<file path="src/sv/bordered_rectangle_pixel_painter_core_defines.svh">
// Assertion macros shared by the bordered rectangle painter RTL.
`ifndef BORDERED_RECTANGLE_PIXEL_PAINTER_CORE_DEFINES_SVH
`define BORDERED_RECTANGLE_PIXEL_PAINTER_CORE_DEFINES_SVH

// Checked only while out of reset.
`define BRPP_ASSERT(name, prop, msg) \
  name: assert property (@(posedge clk_i) disable iff (!rst_ni) prop) \
    else $error(msg);

// Checked on every edge, reset included.
`define BRPP_ASSERT_ALWAYS(name, prop, msg) \
  name: assert property (@(posedge clk_i) prop) \
    else $error(msg);

`endif

</file>
<file path="src/sv/brpp_pkg.sv">
// Types, constants and helper functions for the bordered rectangle painter.
`default_nettype none

package brpp_pkg;

  localparam int DimW    = 13;
  localparam int CoordW  = 12;
  localparam int ChanW   = 8;
  localparam int CfgW    = 32;
  localparam int CfgIdxW = 3;
  localparam int BorderW = 10;
  localparam int PosW    = 18;

  typedef logic signed [PosW-1:0] pos_t;

  typedef enum logic [CfgIdxW-1:0] {
    CFG_CANVAS_WIDTH  = 3'd0,
    CFG_CANVAS_HEIGHT = 3'd1,
    CFG_FIRST_CORNER  = 3'd2,
    CFG_SECOND_CORNER = 3'd3,
    CFG_BORDER_SIZE   = 3'd4,
    CFG_INNER_COLOR   = 3'd5,
    CFG_OUTER_COLOR   = 3'd6
  } cfg_idx_e;

  typedef struct packed {
    logic [ChanW-1:0] r;
    logic [ChanW-1:0] g;
    logic [ChanW-1:0] b;
    logic [ChanW-1:0] a;
  } rgba_t;

  // Grown and clipped rectangle, plus the inner edges of the border band.
  typedef struct packed {
    logic off;
    pos_t minx;
    pos_t maxx;
    pos_t miny;
    pos_t maxy;
    pos_t bminx;
    pos_t bmaxx;
    pos_t bminy;
    pos_t bmaxy;
  } rect_t;

  function automatic pos_t clamp_pos(pos_t v, pos_t lim);
    pos_t r;
    if (v < 0) begin
      r = '0;
    end else if (v >= lim) begin
      r = lim - pos_t'(1);
    end else begin
      r = v;
    end
    return r;
  endfunction

  // color + floor(p / 255), saturated; p / 255 as (p + 1 + (p >> 8)) >> 8
  function automatic logic [ChanW-1:0] blend_chan(logic [ChanW-1:0] c, logic [15:0] p);
    logic [16:0] t;
    logic [8:0]  q;
    logic [9:0]  s;
    t = {1'b0, p} + 17'd1 + {9'd0, p[15:8]};
    q = t[16:8];
    s = {2'b0, c} + {1'b0, q};
    return (s > 10'd255) ? 8'hFF : s[7:0];
  endfunction

endpackage

`default_nettype wire

</file>
<file path="src/sv/brpp_rect.sv">
// Configuration registers and registered rectangle bounds.
`default_nettype none

module brpp_rect import brpp_pkg::*; #(
  parameter int unsigned MAX_DIM = 4096
) (
  input  wire logic               clk_i,
  input  wire logic               rst_ni,
  input  wire logic               cfg_valid_i,
  output logic                    cfg_ready_o,
  input  wire logic [CfgIdxW-1:0] cfg_index_i,
  input  wire logic [CfgW-1:0]    cfg_data_i,
  output rect_t                   rect_o,
  output rgba_t                   inner_o,
  output rgba_t                   outer_o
);

`include "bordered_rectangle_pixel_painter_core_defines.svh"

  localparam pos_t MaxDimP = pos_t'(MAX_DIM);

  logic [DimW-1:0]    width_q, height_q;
  logic [CfgW-1:0]    corner_a_q, corner_b_q;
  logic [BorderW-1:0] border_q;
  rgba_t              inner_q, outer_q;

  assign cfg_ready_o = 1'b1;

  always_ff @(posedge clk_i or negedge rst_ni) begin
    if (!rst_ni) begin
      width_q    <= 13'd4096;
      height_q   <= 13'd4096;
      corner_a_q <= '0;
      corner_b_q <= '0;
      border_q   <= '0;
      inner_q    <= '0;
      outer_q    <= '0;
    end else if (cfg_valid_i) begin
      unique case (cfg_idx_e'(cfg_index_i))
        CFG_CANVAS_WIDTH:  width_q    <= cfg_data_i[DimW-1:0];
        CFG_CANVAS_HEIGHT: height_q   <= cfg_data_i[DimW-1:0];
        CFG_FIRST_CORNER:  corner_a_q <= cfg_data_i;
        CFG_SECOND_CORNER: corner_b_q <= cfg_data_i;
        CFG_BORDER_SIZE:   border_q   <= cfg_data_i[BorderW-1:0];
        CFG_INNER_COLOR:   inner_q    <= rgba_t'(cfg_data_i);
        CFG_OUTER_COLOR:   outer_q    <= rgba_t'(cfg_data_i);
        default: ;
      endcase
    end
  end

  assign inner_o = inner_q;
  assign outer_o = outer_q;

  pos_t  w_raw, h_raw, w_fix, h_fix;
  pos_t  x1, y1, x2, y2, ax, ay, bx, by;
  pos_t  lox, hix, loy, hiy, bs, g;
  pos_t  minx, maxx, miny, maxy;
  rect_t rect_d, rect_q;

  always_comb begin
    w_raw = {5'd0, width_q};
    h_raw = {5'd0, height_q};
    w_fix = (w_raw == '0) ? pos_t'(1) : ((w_raw > MaxDimP) ? MaxDimP : w_raw);
    h_fix = (h_raw == '0) ? pos_t'(1) : ((h_raw > MaxDimP) ? MaxDimP : h_raw);

    x1 = pos_t'($signed(corner_a_q[31:16]));
    y1 = pos_t'($signed(corner_a_q[15:0]));
    x2 = pos_t'($signed(corner_b_q[31:16]));
    y2 = pos_t'($signed(corner_b_q[15:0]));

    bs = {8'd0, border_q};
    g  = (bs + pos_t'(1)) >>> 1;

    ax = clamp_pos(x1, w_fix);
    ay = clamp_pos(y1, h_fix);
    bx = clamp_pos(x2, w_fix);
    by = clamp_pos(y2, h_fix);
    lox = (ax < bx) ? ax : bx;
    hix = (ax < bx) ? bx : ax;
    loy = (ay < by) ? ay : by;
    hiy = (ay < by) ? by : ay;

    // canvas y runs upward, memory rows downward
    minx = lox - g;
    if (minx < 0) minx = '0;
    miny = h_fix - hiy - g;
    if (miny < 0) miny = '0;
    maxx = hix + g;
    if (maxx > w_fix) maxx = w_fix;
    maxy = h_fix - loy + g;
    if (maxy > h_fix) maxy = h_fix;

    rect_d.off   = (x1 < 0 && x2 < 0) || (x1 >= w_fix && x2 >= w_fix) ||
                   (y1 < 0 && y2 < 0) || (y1 >= h_fix && y2 >= h_fix);
    rect_d.minx  = minx;
    rect_d.maxx  = maxx;
    rect_d.miny  = miny;
    rect_d.maxy  = maxy;
    rect_d.bminx = minx + bs;
    rect_d.bminy = miny + bs;
    rect_d.bmaxx = maxx - bs - pos_t'(1);
    rect_d.bmaxy = maxy - bs - pos_t'(1);
  end

  // bounds follow the registers in the next cycle
  always_ff @(posedge clk_i) begin
    rect_q <= rect_d;
  end

  assign rect_o = rect_q;

  `BRPP_ASSERT(a_cols_ordered, rect_q.minx <= rect_q.maxx, "column bounds out of order")
  `BRPP_ASSERT(a_rows_ordered, rect_q.miny <= rect_q.maxy, "row bounds out of order")
  `BRPP_ASSERT(a_cols_clipped, rect_q.maxx <= $past(w_fix), "right edge beyond canvas")

endmodule

`default_nettype wire

</file>
<file path="src/sv/brpp_shade.sv">
// Pixel datapath: input register, inside/border test and blend, result register.
`default_nettype none

module brpp_shade import brpp_pkg::*; (
  input  wire logic              clk_i,
  input  wire logic              rst_ni,
  input  wire logic              take_i,
  input  wire logic [CoordW-1:0] pixel_col_i,
  input  wire logic [CoordW-1:0] pixel_row_i,
  input  wire rgba_t             dst_i,
  input  wire rect_t             rect_i,
  input  wire rgba_t             inner_i,
  input  wire rgba_t             outer_i,
  output logic                   done_o,
  output rgba_t                  res_o,
  output logic                   painted_o,
  output logic                   on_border_o
);

`include "bordered_rectangle_pixel_painter_core_defines.svh"

  logic              vld_q, done_q;
  logic [CoordW-1:0] col_q, row_q;
  rgba_t             dst_q, res_d, res_q;
  logic              painted_d, painted_q, on_border_d, on_border_q;

  always_ff @(posedge clk_i or negedge rst_ni) begin
    if (!rst_ni) begin
      vld_q  <= 1'b0;
      done_q <= 1'b0;
    end else begin
      vld_q  <= take_i;
      done_q <= vld_q;
    end
  end

  always_ff @(posedge clk_i) begin
    if (take_i) begin
      col_q <= pixel_col_i;
      row_q <= pixel_row_i;
      dst_q <= dst_i;
    end
  end

  pos_t        col, row;
  rgba_t       c;
  logic [15:0] prod_r, prod_g, prod_b;
  logic [8:0]  sum_a;

  always_comb begin
    col = {6'd0, col_q};
    row = {6'd0, row_q};
    painted_d = !rect_i.off &&
                col >= rect_i.minx && col < rect_i.maxx &&
                row >= rect_i.miny && row < rect_i.maxy;
    on_border_d = painted_d &&
                  (col < rect_i.bminx || row < rect_i.bminy ||
                   col > rect_i.bmaxx || row > rect_i.bmaxy);
    c = on_border_d ? outer_i : inner_i;

    prod_r = {8'd0, dst_q.r} * {8'd0, dst_q.a};
    prod_g = {8'd0, dst_q.g} * {8'd0, dst_q.a};
    prod_b = {8'd0, dst_q.b} * {8'd0, dst_q.a};
    sum_a  = {1'b0, c.a} + {1'b0, dst_q.a};

    if (painted_d) begin
      res_d.r = blend_chan(c.r, prod_r);
      res_d.g = blend_chan(c.g, prod_g);
      res_d.b = blend_chan(c.b, prod_b);
      res_d.a = sum_a[8] ? 8'hFF : sum_a[7:0];
    end else begin
      res_d = dst_q;
    end
  end

  always_ff @(posedge clk_i) begin
    if (vld_q) begin
      res_q       <= res_d;
      painted_q   <= painted_d;
      on_border_q <= on_border_d;
    end
  end

  assign done_o      = done_q;
  assign res_o       = res_q;
  assign painted_o   = painted_q;
  assign on_border_o = on_border_q;

  `BRPP_ASSERT_ALWAYS(a_border_is_painted, done_q && on_border_q |-> painted_q,
                      "border flagged on an unpainted pixel")
  `BRPP_ASSERT(a_unpainted_keeps_pixel, done_q && !painted_q |-> res_q == $past(dst_q),
               "unpainted pixel changed")
  `BRPP_ASSERT(a_alpha_never_drops, done_q && painted_q |-> res_q.a >= $past(dst_q.a),
               "painted alpha below destination alpha")

endmodule

`default_nettype wire

</file>
<file path="src/sv/bordered_rectangle_pixel_painter_core.sv">
// Top level of the bordered rectangle pixel painter.
//
// Pixel channel: a transaction is taken at each rising edge with start_i high
// and busy_o low; busy_o is always low, so one pixel may enter every cycle.
// Each pixel gives one result once it has passed the input register and the
// result register: done_o is high for exactly one cycle with new_*_o,
// painted_o and on_border_o valid. The receiver cannot stall; results leave
// at the input rate, one per cycle. Between the two registers sits the
// test-and-blend logic (one 8x8 multiply per color channel).
// Configuration: cfg_valid_i/cfg_ready_o with cfg_index_i and cfg_data_i;
// cfg_ready_o is always high. Writes land in the configuration registers and
// the rectangle bounds derived from them are registered in the next cycle, so
// a pixel may be started in the cycle after the last write.
// Reset (rst_ni low, asynchronous) sets a 4096 x 4096 canvas, zero corners,
// zero border and black colors, and drops any pixel in flight.
`default_nettype none

module bordered_rectangle_pixel_painter_core import brpp_pkg::*; #(
  parameter int unsigned MAX_DIM = 4096
) (
  input  wire logic               clk_i,
  input  wire logic               rst_ni,
  input  wire logic               start_i,
  output logic                    busy_o,
  input  wire logic [CoordW-1:0]  pixel_col_i,
  input  wire logic [CoordW-1:0]  pixel_row_i,
  input  wire logic [ChanW-1:0]   dst_red_i,
  input  wire logic [ChanW-1:0]   dst_green_i,
  input  wire logic [ChanW-1:0]   dst_blue_i,
  input  wire logic [ChanW-1:0]   dst_alpha_i,
  output logic                    done_o,
  output logic [ChanW-1:0]        new_red_o,
  output logic [ChanW-1:0]        new_green_o,
  output logic [ChanW-1:0]        new_blue_o,
  output logic [ChanW-1:0]        new_alpha_o,
  output logic                    painted_o,
  output logic                    on_border_o,
  input  wire logic               cfg_valid_i,
  output logic                    cfg_ready_o,
  input  wire logic [CfgIdxW-1:0] cfg_index_i,
  input  wire logic [CfgW-1:0]    cfg_data_i
);

  rect_t rect;
  rgba_t inner, outer, dst, res;
  logic  take;

  assign busy_o = 1'b0;
  assign take   = start_i && !busy_o;
  assign dst    = '{r: dst_red_i, g: dst_green_i, b: dst_blue_i, a: dst_alpha_i};

  brpp_rect #(
    .MAX_DIM(MAX_DIM)
  ) u_rect (
    .clk_i       (clk_i),
    .rst_ni      (rst_ni),
    .cfg_valid_i (cfg_valid_i),
    .cfg_ready_o (cfg_ready_o),
    .cfg_index_i (cfg_index_i),
    .cfg_data_i  (cfg_data_i),
    .rect_o      (rect),
    .inner_o     (inner),
    .outer_o     (outer)
  );

  brpp_shade u_shade (
    .clk_i       (clk_i),
    .rst_ni      (rst_ni),
    .take_i      (take),
    .pixel_col_i (pixel_col_i),
    .pixel_row_i (pixel_row_i),
    .dst_i       (dst),
    .rect_i      (rect),
    .inner_i     (inner),
    .outer_i     (outer),
    .done_o      (done_o),
    .res_o       (res),
    .painted_o   (painted_o),
    .on_border_o (on_border_o)
  );

  assign new_red_o   = res.r;
  assign new_green_o = res.g;
  assign new_blue_o  = res.b;
  assign new_alpha_o = res.a;

endmodule

`default_nettype wire
</file>
<file path="config.mk">
export PLATFORM = sky130hd
export DESIGN_NAME = bordered_rectangle_pixel_painter_core
export DESIGN_NICKNAME = d
export VERILOG_FILES = /design/src/sv/brpp_pkg.sv /design/src/sv/brpp_rect.sv /design/src/sv/brpp_shade.sv /design/src/sv/bordered_rectangle_pixel_painter_core.sv
export VERILOG_INCLUDE_DIRS = /design/src /design/src/sv
export SDC_FILE = /design/constraint.sdc
export NUM_CORES = 2
export LEC_CHECK = 0
export ABC_AREA = 1
export BUFFER_PORTS_ARGS = -buffer_cell sky130_fd_sc_hd__buf_2
export CAP_MARGIN = 20
export CELL_PAD_IN_SITES_DETAIL_PLACEMENT = 0
export CELL_PAD_IN_SITES_GLOBAL_PLACEMENT = 1
export CORE_AREA = 2 2 347 349
export DETAILED_ROUTE_END_ITERATION = 7
export DIE_AREA = 0 0 349 351
export PLACE_DENSITY = 0.54
export SYNTH_ARGS = -nofsm -noshare
export SYNTH_HDL_FRONTEND = slang
export SYNTH_HIERARCHICAL = 1
export SYNTH_SLANG_ARGS = --single-unit
</file>
<file path="constraint.sdc">
create_clock -name clk_i -period 13.17 [get_ports clk_i]
set_clock_uncertainty 0.2 [all_clocks]
set_input_delay 0.6585 -clock clk_i [delete_from_list [all_inputs] [get_ports clk_i]]
set_output_delay 0.6585 -clock clk_i [all_outputs]
set_load 0.005 [all_outputs]
</file>
# Yosys cells after proc, flatten, opt, wreduce, memory -nomap -nowiden
# Index checks and enable logic that the tools add are counted.
# totals
reg_bits,401
input_bits,95
wordCells,149
out_inout_bits,37
# classes
n_eq_ne,6
n_lt_le_gt_ge,27
mul,3
addsub,25
mux,26
reduce_logical,26
# ops
op,count
2-to-1 mux 18 bit,18
>= comparator 16 x 18 -> 1 bit,4
less-than comparator 13 x 18 -> 1 bit,4
subtractor 18 x 11 -> 18 bit,4
subtractor 18 x 2 -> 18 bit (second input constant),4
less-than comparator 16 x 1 -> 1 bit (second input constant),4
2-to-1 mux 32 bit,2
adder 16 x 1 -> 17 bit (second input constant),3
adder 17 x 8 -> 17 bit,3
multiplier 8 x 8 -> 16 bit,3
adder 18 x 11 -> 18 bit,2
adder 18 x 17 -> 18 bit,2
>= comparator 13 x 18 -> 1 bit,2
> comparator 13 x 18 -> 1 bit,2
> comparator 18 bit,2
less-than comparator 18 x 1 -> 1 bit (second input constant),2
less-than comparator 18 bit,2
subtractor 18 bit,2
2-to-1 mux 8 bit,4
adder 8 x 9 -> 10 bit,3
> comparator 10 x 8 -> 1 bit (second input constant),3
> comparator 13 bit (second input constant),2
logical NOT 13 bit,2
2-to-1 mux 13 bit,2
other kinds (10),32

# Longest topological paths before layout
# depth
depth_word,14
ltp_mapped,76
ltp_nobuf,73

# By module
# The synthesis kept the hierarchy.
# modules_own_cells
module,instances,cells_each,area_each_um2,seq_area_each_um2
brpp_rect,1,2346,18854.3,6969.2
brpp_shade,1,2401,16617.2,2752.6
bordered_rectangle_pixel_painter_core,1,2,11.3,0.0

# Worst setup path before layout
# OpenSTA, ideal clock, no wires.
# synth_path
path_kind,reg-to-reg
startpoint,register u_rect.height_q[1]
endpoint,"register u_rect.rect_q, in the netlist u_rect/rect_o[14]"
path_buffers,2
setup_time_ns,0.112
path_slack_ns,3.177
period_less_slack_ns,9.993
path_stages_with_launch,67
required_ns,12.858
arrival_time_ns,9.681
path_cell_list,dfrtp_1 nor4_1 nand2_1 nand2_2 inv_1 nor2_1 inv_1 ha_1 a21oi_1 o221ai_1 nand2_1 nand3_1 a21boi_2 nand2_1 inv_1 nand2_1 o21ai_0 inv_1 (+31 left out) clkbuf_1 o21ai_0 ha_1 fa_1 nand3_1 nand2_1 a21oi_1 o21bai_1 a21oi_1 inv_1 a21oi_1 o21ai_0 a21oi_1 nand3_1 nor2_1 nand3_1 nand2_1 nand2_1
# synth_lines
element,line_no,source
start: declaration,brpp_rect.sv:22,"logic [DimW-1:0] width_q, height_q;"
start signal: assignment,brpp_rect.sv:41,CFG_CANVAS_HEIGHT: height_q <= cfg_data_i[DimW-1:0];
end signal: assignment,brpp_rect.sv:108,rect_q <= rect_d;
end: declaration,brpp_rect.sv:59,"rect_t rect_d, rect_q;"

==> results.ini <==
[sta]
fin_crit_ns = 11.87
fmax_mhz = 84.22
worstMarginPinSlew_ns = 1.145
drv_slew = 0
whs_ns = 0.1606
setup_tns_ns = 0
finalSetupViolations = 0
fin_ws_ns = 1.296
finalCritPeriodShare_pct = 90.16
hold_violations = 0
relSlewSlack_pct = 22.69

[yosys]
synth_top_family_by_area = adder cells
synth_compound_area_share_pct = 10.30
synth-simple-area-share_pct = 23.50
netlist_area_um2 = 35480
synth-xor-area-share_pct = 3.618
syn_avg_cell_area_um2 = 7.472
async_reset_ff_share_pct = 41.60
synth_seq_cells = 399
yosys_warnings = 6
synthAdderAreaFrac_pct = 23.79
synth_cells = 4749
ys_seq_area_share_pct = 27.40
muxShareOfSynthArea_pct = 0
synthFlopType = dfrtp_1
synth_edf_count = 90
post_synth_num_cell_types = 69

[placed_design]
place_ws_ns = 1.068
io_buffers = 129
place_congestion = 0.8603
detailed_place_hpwl_mm = 88.91

[clock_tree]
clockBufferDepth = 3
insertion_delay_ns = 0.63
clk_pin_slew_ns = 0.06
cts_root_buf = clkbuf_16
cts_buffers = 52
h-tree-depth = 2
cts_sinks = 399
cts_tree = done
post_cts_buffers = 0

[cells_and_area]
drive_above_1_share_pct = 8.264
finalNetCount = 5606
final_common_cell = nand2_1
final_core_util_pct = 33.81
area_growth_pct = 13.41
final_cell_mix = nand2_1 (1123), inv_1 (911), ha_1 (454)
nFillCells = 12840

[detailed_routing]
vias = 29590
wl_met2_mm = 48.72
firstDrtPassIters = 5
ant_nets = 0
avgViaCountPerCell = 4.542
drtIter0Drc = 1648
met3WireLength_mm = 4.035
routed.top_layer = met4
drc_errors = 0
drt_wl_total_mm = 110.3
wl_per_cell_um = 16.93
wl_met1_mm = 55.67

[critical_path]
crit_slowest_cell = fa_1
slowest_delay_ns = 0.52
setup.worst_path.start_class = flop
cp_common_cell = nand2_1
critPathKind = flop to flop
cp.required_ns = 13.49
worstPathMaxFanout = 24
endpoint_kind = flop
r2r_start = u_rect/height_q[1]$_DFFE_PN0P_
cp.arrival_ns = 12.19
cp-startpoint = u_rect/height_q[1]$_DFFE_PN0P_

[floorplan]
chipHeight_um = 351
die_w_um = 349
start_util_pct = 29.81
coreArea_um2 = 119000
die-area_um2 = 122500
ioPinCount = 132
rows = 127

[pwr]
ir_drop_uv = 154.2
power_leakage_nw = 21.88
p_total_w = 0.01139
p_per_area_nw_per_um2 = 283.0

[global_routing]
antenna_found_initial = 8
grt_max_degree = 70
overflow = 0
grt_pass1_vias = 28940
grt_pass1_wl_mm = 171.2
grtUsageTotal_pct = 18.06

[min_path]
worstHoldStart = start_i
hold_class = input pin to flop

[outcome]
status = finished clean

[flow_run]
drv_cap = 0

-- worst paths after layout --
check	endpoint	slack (ns)	cells after the start
setup / recovery	u_rect/rect_o[14]$_DFF_P_	1.30	65
hold / removal	u_shade/row_q[0]$_DFFE_PP_	0.16	1
setup reg to reg	u_rect/rect_o[14]$_DFF_P_	1.30	65
hold reg to reg	u_rect/corner_a_q[16]$_DFFE_PN0P_	0.28	2
max in group asynchronous	u_rect/corner_b_q[10]$_DFFE_PN0P_	10.39	4
min in group asynchronous	u_rect/corner_b_q[26]$_DFFE_PN0P_	0.36	2
-- cells in the mapped netlist, drive strengths merged, types with 28 or more instances --
cell	count	area (µm²)
ha	454	5680
a21oi	234	1182
fa	138	2763
o21ai	305	1564
clkbuf	99	371.6
nand2	1177	4616
nor3	40	235.2
xor2	116	1031
inv	928	3491
xnor2	28	252.8
nand4	53	344.1
dfxtp	143	2863
dfrtp	164	4104
nor2	265	1040
nand3	275	1469
edfxtp	90	2703
or2	42	262.8
-- routing by layer --
layer  up-vias  track usage, %
met5         -               0
met4         0           3.677
met3        83           2.099
met2       412           28.49
met1     13680           26.42
li1      15420               -
-- flip-flops by register name, indices dropped and copies added (netlist names), 10 cells and up --
| signal | cells |
|---|---|
| u_rect/border_q | 10 |
| u_rect/height_q | 13 |
| u_rect/width_q | 13 |
| u_shade/dst_q | 32 |
| u_rect/corner_a_q | 32 |
| u_shade/col_q | 12 |
| u_shade/row_q | 12 |
| u_rect/outer_o | 32 |
| u_shade/res_o | 32 |
| u_rect/corner_b_q | 32 |
| u_rect/inner_o | 32 |
| u_rect/rect_o | 143 |
-- report_power, final --
part	leakage [nW]	total (W)	switching, W	internal, W
Clock	0.844	0.00146	0.000585	0.000871
Sequential	4.16	0.00185	0.000209	0.00164
Combinational	16.9	0.00808	0.00514	0.00294
-- final cells by class --
class	count	area [µm²]	area share [%]
clock inverters	28	299.0	0.7431
repair buffers	210	1450	3.604
flip-flops and latches	399	9723	24.16
well taps	1548	1937	4.813
multi-input cells	3328	21880	54.38
inverters	928	3491	8.675
clock buffers	68	1443	3.585
diodes	6	15.01	0.03731
-- cells by family (layout without fill, tap and decap cells) --
| kind of cell | after synthesis | in the layout |
|---|---|---|
| AND/OR/NAND/NOR | 1901 | 1901 |
| buffers and inverters | 1051 | 1234 |
| AO/OA/AOI/OAI | 659 | 659 |
| adder cells (fa/ha/maj) | 592 | 592 |
| flip-flops | 399 | 399 |
| XOR/XNOR | 144 | 144 |
| other | 3 | 38 |
-- through the flow --
step	std cells	instance area, µm²
final	6515	40240
after global routing	6510	40230
after CTS	6506	40130
after detailed placement	6353	37820
after global placement	6353	37820
after floorplan	4778	35590
-- worst max-delay path, delay by kind of cell (launching register included) --
family	cells	cell delay [ns]
AOI/OAI and AO/OA	18	3.36
xor gates and xnor gates	1	0.13
adders and majority gates	7	2.36
buffers and inverters	6	0.83
DFF	1	0.41
and+or+nand+nor	33	4.49
-- repair_timing --
item / in CTS / in global routing
gates resized for setup: 0 / 9
endpoints found under the hold margin: 98 / 0
endpoints found under the setup margin: 0 / 7
hold buffers: 57 / 0
Power figures use the tool's default switching activity.
